**config.mk**
```make
export PLATFORM = sky130hd
export DESIGN_NAME = sorted_priority_queue
export DESIGN_NICKNAME = d
export VERILOG_FILES = /design/src/hw/rtl/spq_pkg.sv /design/src/hw/rtl/spq_cell.sv /design/src/hw/rtl/sorted_priority_queue.sv
export SDC_FILE = /design/constraint.sdc
export NUM_CORES = 2
export LEC_CHECK = 0
export ABC_AREA = 1
export BUFFER_PORTS_ARGS = -buffer_cell sky130_fd_sc_hd__buf_2
export CORE_MARGIN = 1
export CORE_UTILIZATION = 45
export CTS_CLUSTER_SIZE = 14
export DETAILED_ROUTE_END_ITERATION = 10
export SETUP_SLACK_MARGIN = 0.2
export SYNTH_ARGS = -nofsm -noshare
export SYNTH_HDL_FRONTEND = slang
export SYNTH_SLANG_ARGS = --single-unit
```
**constraint.sdc**
```tcl
create_clock -name i_clk -period 5.49 [get_ports i_clk]
set_input_delay 0.8235 -clock i_clk [delete_from_list [all_inputs] [get_ports i_clk]]
set_output_delay 0.8235 -clock i_clk [all_outputs]
set_load 0.005 [all_outputs]
```
**src/hw/rtl/spq_pkg.sv**
```systemverilog
// Shared types and constants for the sorted priority queue.
`timescale 1ns / 1ps

package spq_pkg;

    // Default number of cells in the chain.
    localparam int SPQ_DEPTH = 16;

    // Field widths.
    localparam int DATA_W = 32;
    localparam int OCC_W  = 5;

    // Request opcodes.
    typedef enum logic {
        ACT_INSERT = 1'b0,
        ACT_POP    = 1'b1
    } t_action;

    // Result status codes.
    typedef enum logic [1:0] {
        ST_DONE  = 2'd0,
        ST_FULL  = 2'd1,
        ST_EMPTY = 2'd2
    } t_status;

    // One input request.
    typedef struct packed {
        t_action                   action;
        logic signed [DATA_W-1:0]  value;
    } t_in_item;

    // One result.
    typedef struct packed {
        t_status                   status;
        logic signed [DATA_W-1:0]  popped_value;
        logic [OCC_W-1:0]          occupancy;
    } t_out_item;

    // Command broadcast to every cell.
    typedef struct packed {
        logic                      ins;
        logic                      pop;
        logic signed [DATA_W-1:0]  value;
    } t_cell_cmd;

    // What a cell shows to its neighbors.
    typedef struct packed {
        logic                      gt;
        logic signed [DATA_W-1:0]  value;
    } t_cell_link;

endpackage

```
**src/hw/rtl/spq_cell.sv**
```systemverilog
// One cell of the sorted chain: holds one entry and shifts toward either neighbor.
`timescale 1ns / 1ps

module spq_cell
    import spq_pkg::*;
(
    input  logic                      i_clk,
    input  t_cell_cmd                 i_cmd,
    input  logic                      i_occupied,
    input  t_cell_link                i_prev,
    input  logic signed [DATA_W-1:0]  i_next_value,
    output t_cell_link                o_link
);

    logic signed [DATA_W-1:0] r_value;
    logic signed [DATA_W-1:0] n_value;
    logic                     w_gt;

    // The entry stays in place on insert when it is strictly greater than the new value.
    assign w_gt = i_occupied && (r_value > i_cmd.value);

    // On insert, the first cell that is not greater takes the new value and the
    // cells below it take their upper neighbor's entry. On pop, every cell moves up.
    always_comb begin
        n_value = r_value;
        if (i_cmd.ins && !w_gt) begin
            n_value = i_prev.gt ? i_cmd.value : i_prev.value;
        end else if (i_cmd.pop) begin
            n_value = i_next_value;
        end
    end

    always_ff @(posedge i_clk) begin
        r_value <= n_value;
    end

    assign o_link.gt    = w_gt;
    assign o_link.value = r_value;

endmodule

```
**src/hw/rtl/sorted_priority_queue.sv**
```systemverilog
// Top level of the sorted priority queue: a chain of cells, the entry count and the result register.
`timescale 1ns / 1ps
// The result is registered: it appears in the cycle after its request is accepted.
// Throughput: one request per cycle unless a held result is stalled; every cell compares and shifts in the same cycle.
// A request is taken while a result waits, as long as that result is taken in the same cycle.
// Reset clears the entry count and the result valid flag; cell contents are left as they are.

module sorted_priority_queue
    import spq_pkg::*;
#(
    parameter int DEPTH = SPQ_DEPTH
) (
    input  logic      i_clk,
    input  logic      i_rst_n,
    input  logic      i_in_valid,
    output logic      o_in_stall,
    input  t_in_item  i_in_data,
    output logic      o_out_valid,
    input  logic      i_out_stall,
    output t_out_item o_out_data
);

    localparam int CNT_W = $clog2(DEPTH + 1);

    logic [CNT_W-1:0]     r_count;
    logic [CNT_W-1:0]     n_count;
    logic                 r_out_valid;
    t_out_item            r_out_data;
    t_out_item            n_out_data;
    logic                 w_accept;
    logic                 w_full;
    logic                 w_empty;
    t_cell_cmd            w_cmd;
    t_cell_link           w_link [DEPTH];

    // A request is taken unless a held result is being stalled.
    assign o_in_stall = r_out_valid && i_out_stall;
    assign w_accept   = i_in_valid && !o_in_stall;
    assign w_full     = (r_count == CNT_W'(DEPTH));
    assign w_empty    = (r_count == '0);

    // Command broadcast to the chain.
    assign w_cmd.ins   = w_accept && (i_in_data.action == ACT_INSERT) && !w_full;
    assign w_cmd.pop   = w_accept && (i_in_data.action == ACT_POP) && !w_empty;
    assign w_cmd.value = i_in_data.value;

    // Cell 0 holds the top entry; entries descend along the chain.
    for (genvar g = 0; g < DEPTH; g++) begin : g_cell
        t_cell_link               w_prev;
        logic signed [DATA_W-1:0] w_next_value;

        if (g == 0) begin : g_head
            assign w_prev.gt    = 1'b1;
            assign w_prev.value = '0;
        end else begin : g_body
            assign w_prev = w_link[g-1];
        end

        if (g == DEPTH - 1) begin : g_tail
            assign w_next_value = w_link[g].value;
        end else begin : g_inner
            assign w_next_value = w_link[g+1].value;
        end

        spq_cell u_cell (
            .i_clk        (i_clk),
            .i_cmd        (w_cmd),
            .i_occupied   (CNT_W'(g) < r_count),
            .i_prev       (w_prev),
            .i_next_value (w_next_value),
            .o_link       (w_link[g])
        );
    end

    // Next count and result contents.
    always_comb begin
        n_count                 = r_count;
        n_out_data.status       = ST_DONE;
        n_out_data.popped_value = '0;
        if (i_in_data.action == ACT_INSERT) begin
            if (w_full) begin
                n_out_data.status = ST_FULL;
            end else begin
                n_count = r_count + 1'b1;
            end
        end else begin
            if (w_empty) begin
                n_out_data.status = ST_EMPTY;
            end else begin
                n_count                 = r_count - 1'b1;
                n_out_data.popped_value = w_link[0].value;
            end
        end
        n_out_data.occupancy = OCC_W'(n_count);
    end

    // Count and result valid flag.
    always_ff @(posedge i_clk) begin
        if (!i_rst_n) begin
            r_count     <= '0;
            r_out_valid <= 1'b0;
        end else begin
            if (w_accept) begin
                r_count     <= n_count;
                r_out_valid <= 1'b1;
            end else if (!i_out_stall) begin
                r_out_valid <= 1'b0;
            end
        end
    end

    // Result payload.
    always_ff @(posedge i_clk) begin
        if (w_accept) begin
            r_out_data <= n_out_data;
        end
    end

    assign o_out_valid = r_out_valid;
    assign o_out_data  = r_out_data;

    // The count never passes the chain length.
    a_count_range: assert property (@(posedge i_clk) disable iff (!i_rst_n)
        r_count <= CNT_W'(DEPTH))
        else $error("entry count exceeds depth");

    // A successful pop returns the entry that was at the top.
    a_pop_top: assert property (@(posedge i_clk) disable iff (!i_rst_n)
        w_cmd.pop |=> (o_out_data.popped_value == $past(w_link[0].value)))
        else $error("pop did not return the top entry");

    // A rejected insert leaves the count alone.
    a_full_hold: assert property (@(posedge i_clk) disable iff (!i_rst_n)
        (w_accept && (i_in_data.action == ACT_INSERT) && w_full)
            |=> (r_count == $past(r_count)))
        else $error("rejected insert changed the count");

    // The top two entries stay ordered.
    a_top_order: assert property (@(posedge i_clk) disable iff (!i_rst_n)
        (r_count >= CNT_W'(2)) |-> (w_link[0].value >= w_link[1].value))
        else $error("top entries out of order");

    // Requests are held off only while a result is pending.
    a_stall_pending: assert property (@(posedge i_clk) disable iff (!i_rst_n)
        o_in_stall |-> o_out_valid)
        else $error("input stalled with no pending result");

endmodule
```
==> impl_results.md <==
* RSZ-0062 raised after global routing: no
* Synth area leader: edfxtp_1
* Worst EP required at 5.99 ns
* Sum Neg Setup Slack at 0 ns
* P&R area growth vs syn at 8.63%
* Fmax at roughly 0.24 GHz
* Max-Slew Margin vs Limit at 0.293
* Maxcap violations at 0
* Final setup fails at 0
* Critical path capture point type: flop
* Worst min-delay path category: in -> reg
* Clock Latency Late Sink at 0.63 ns
* Max stage delay on crit path at 0.61 ns
* Sequential fraction of the synthesis area at 0.386
* Initial antenna violation count at 1
* Startpoint Class: primary input
* Pins Over Slew Limit at 0
* Die Span Y at around 310 µm
* Critical path arrival at between 4 and 5 ns
* Number of core rows at 113
* Crit path max fanout at 32
* Number of global-route vias before repair at 37600
* Top cell type's share of synthesized area at 0.383
* Mean Syn Cell Area at ~7.5 µm²
* Worst clock skew at 0.0235 ns
* Share of cells above drive strength 1 at 0.0690
* WL/cell at between 15 and 20 µm
* Tcrit/Tclk final at 0.767
* Hpwl dp at 101000 µm
* Pre-CTS setup slack at between 0.6 and 0.7 ns
* First-pass GRT wire length at between 200000 and 250000 µm
* GPL Wtd Cong at approximately 0.90
* Post-Syn Area at 43200 µm²
* Worst reg2reg setup slack at 1.60 ns
* Gr ovfl total at 0
* Die area at 97300 µm²
* Via Count at 37700
* Synth cell types at 38
* Final WL at ~130000 µm
* Worst path most repeated cell: nand2_1
* Post-CTS Resized at 0
* H-tree depth at 3
* Run status: finished clean
* Slowest library cell on the worst path: inv_2
* Post-Syn Nets at 6299
* Setup ws final at ~1.3 ns
* Io pins at 78
* Clock-pin slew on the worst setup and hold paths at 0.06 ns
* Clock Path Buffers at 3
* Router iterations before antenna repair at 5
* Initial Utilization at 0.455
* Clock Sink Count at 557
* Port-buffer cells at 77
* Vias/cell at 5.36
* Pwr dens at roughly 320 nW/µm²
* CP Class: in -> reg
* # Post-CTS Setup Buffers at 0
* Initial DRC count at 2660
* Largest net degree at the start of global routing at 65
* Peak supply drop at a little under 0.0002 V
* Root buffer cell: clkbuf_16
* Top post-synthesis cells by area: edfxtp_1, nand2_1, ha_1, nand4_1, a21oi_1
* P_leak at 23.4 nW
* Top_reg_cell synth: edfxtp_1
* Number of nets in the layout at 6270
* Final ANT Viol Nets at 0
* Cells after Synth at 5747
* Num CTS Buffers at 72
* Crit-path cells: buf_2, inv_1, buf_4, ha_1, nand2_1, nor2_1, nand2_1, nor4_1, nand2_1, nand2_1, nand2_1, nand3_2, nand2_2, inv_2, nand2_1, nand2_1
* Chip Width at roughly 310 µm
* Residual DRC count at 0
* Synth warn at 0
* CTS tree: built
* Yosys reg bits at 557
* Total GRT Usage at 0.262
* FFs w/ async S/R, synth at 0
* Filler cells at 9493
* Placeable Area at 95000 µm²
* Post-synth EDFFs at about 550
* Hold Fails Final Rpt at 0
* Post-route minimum period at 4.21 ns
* Slew @ Worst Pin at 1.06 ns
* Hold-fix buffers, CTS at 0
-- flip-flops by register name, indices dropped and copies added, names as in the netlist --
register and cells:
g_cell.u_cell.r_value 512, o_out_data 39, r_count 5, o_out_valid 1
-- power breakdown --
part           switching (W)  internal [W]
clock                0.00192       0.00262
sequential          0.000415       0.00548
combinational        0.00320       0.00150
total                0.00553       0.00961
-- cells in the mapped netlist, types with 16 or more instances --
cell type and instances:
nand2_1 2922, edfxtp_1 551, ha_1 515, nand4_1 472, inv_1 244, a21oi_1 239, nor2_1 201, clkbuf_1 153
buf_2 110, o21ai_0 83, nand3_1 34, o21a_1 30, nand3_2 22, inv_2 20, nand2_2 20, o21ai_2 20
buf_6 16
-- metal layers --
layer  vias up  part of all wire  track usage
met5         -                 0            0
met4         0             0.023       0.0660
met3       170             0.046       0.0270
met2       901              0.50        0.474
met1     17300              0.44        0.332
li1      19300                 -            -
-- final cells by class --
cell class | instances | area, µm² | share of cell area
flip-flops and latches | 557 | 16700 | 0.355
repair buffers | 202 | 1360 | 0.0290
diodes | 1 | 2.50 | 0.0000533
multi-input cells | 4620 | 24200 | 0.515
clock buffers | 93 | 1990 | 0.0423
inverters | 265 | 995 | 0.0212
clock inverters | 29 | 180 | 0.00384
well taps | 1265 | 1580 | 0.0337
-- kinds of logic (layout without fill, tap and decap cells) --
| kind of cell | Yosys count | after routing | share of synthesized area |
|---|---|---|---|
| AO/OA/AOI/OAI | 413 | 413 | 0.0530 |
| XOR/XNOR | 4 | 4 | 0.000811 |
| adder cells (fa/ha/maj) | 515 | 515 | 0.149 |
| buffers and inverters | 570 | 589 | 0.0564 |
| flip-flops | 557 | 557 | 0.386 |
| other | 0 | 1 | 0 |
| AND/OR/NAND/NOR | 3688 | 3688 | 0.355 |
-- path summary, 6_finish.rpt --
| kind | end | cells past startpoint | from |
|---|---|---|---|
| worst max-delay path | g_cell[14].u_cell.r_value[10] | 16 | i_in_data[25] |
| worst min-delay path | o_out_valid | 3 | i_out_stall |
| worst max register to register | g_cell[5].u_cell.r_value[21] | 14 | r_count[0] |
| worst min register to register | o_out_valid | 2 | o_out_valid |
-- critical path: cells and delay by family --
kind | cells | cell delay [ns]
AND/OR/NAND/NOR | 11 | 1.80
adder cells (fa/ha/maj) | 1 | 0.31
buffers and inverters | 4 | 1.72
-- placed cells by master, fill, tap and decap left out, drive strengths merged, types with 5 or more instances in the layout --
cell	instances
nand4	472
nor3b	7
buf	202
nand3	56
a21o	15
o21ai	118
clkinv	26
o21a	30
inv	266
a21oi	241
ha	515
clkbuf	93
dfxtp	6
nor2	203
edfxtp	551
nor3	5
nand2	2943
-- per-stage QoR --
stage / power, W / hold WS [ns] / instances / utilization / instance area, µm²
finish: 0.0151 / 0.481 / 7032 / 0.494 / 46900
global route: 0.0161 / 0.482 / 7031 / 0.494 / 46900
CTS: 0.0152 / 0.451 / 7031 / 0.494 / 46900
detailed placement: 0.0107 / 0.479 / 6909 / 0.471 / 44800
global placement: 0.0106 / 0.477 / 6909 / 0.471 / 44800
floorplan: 0.00926 / 0.470 / 5747 / - / 43200
Power figures use the tool's default switching activity.
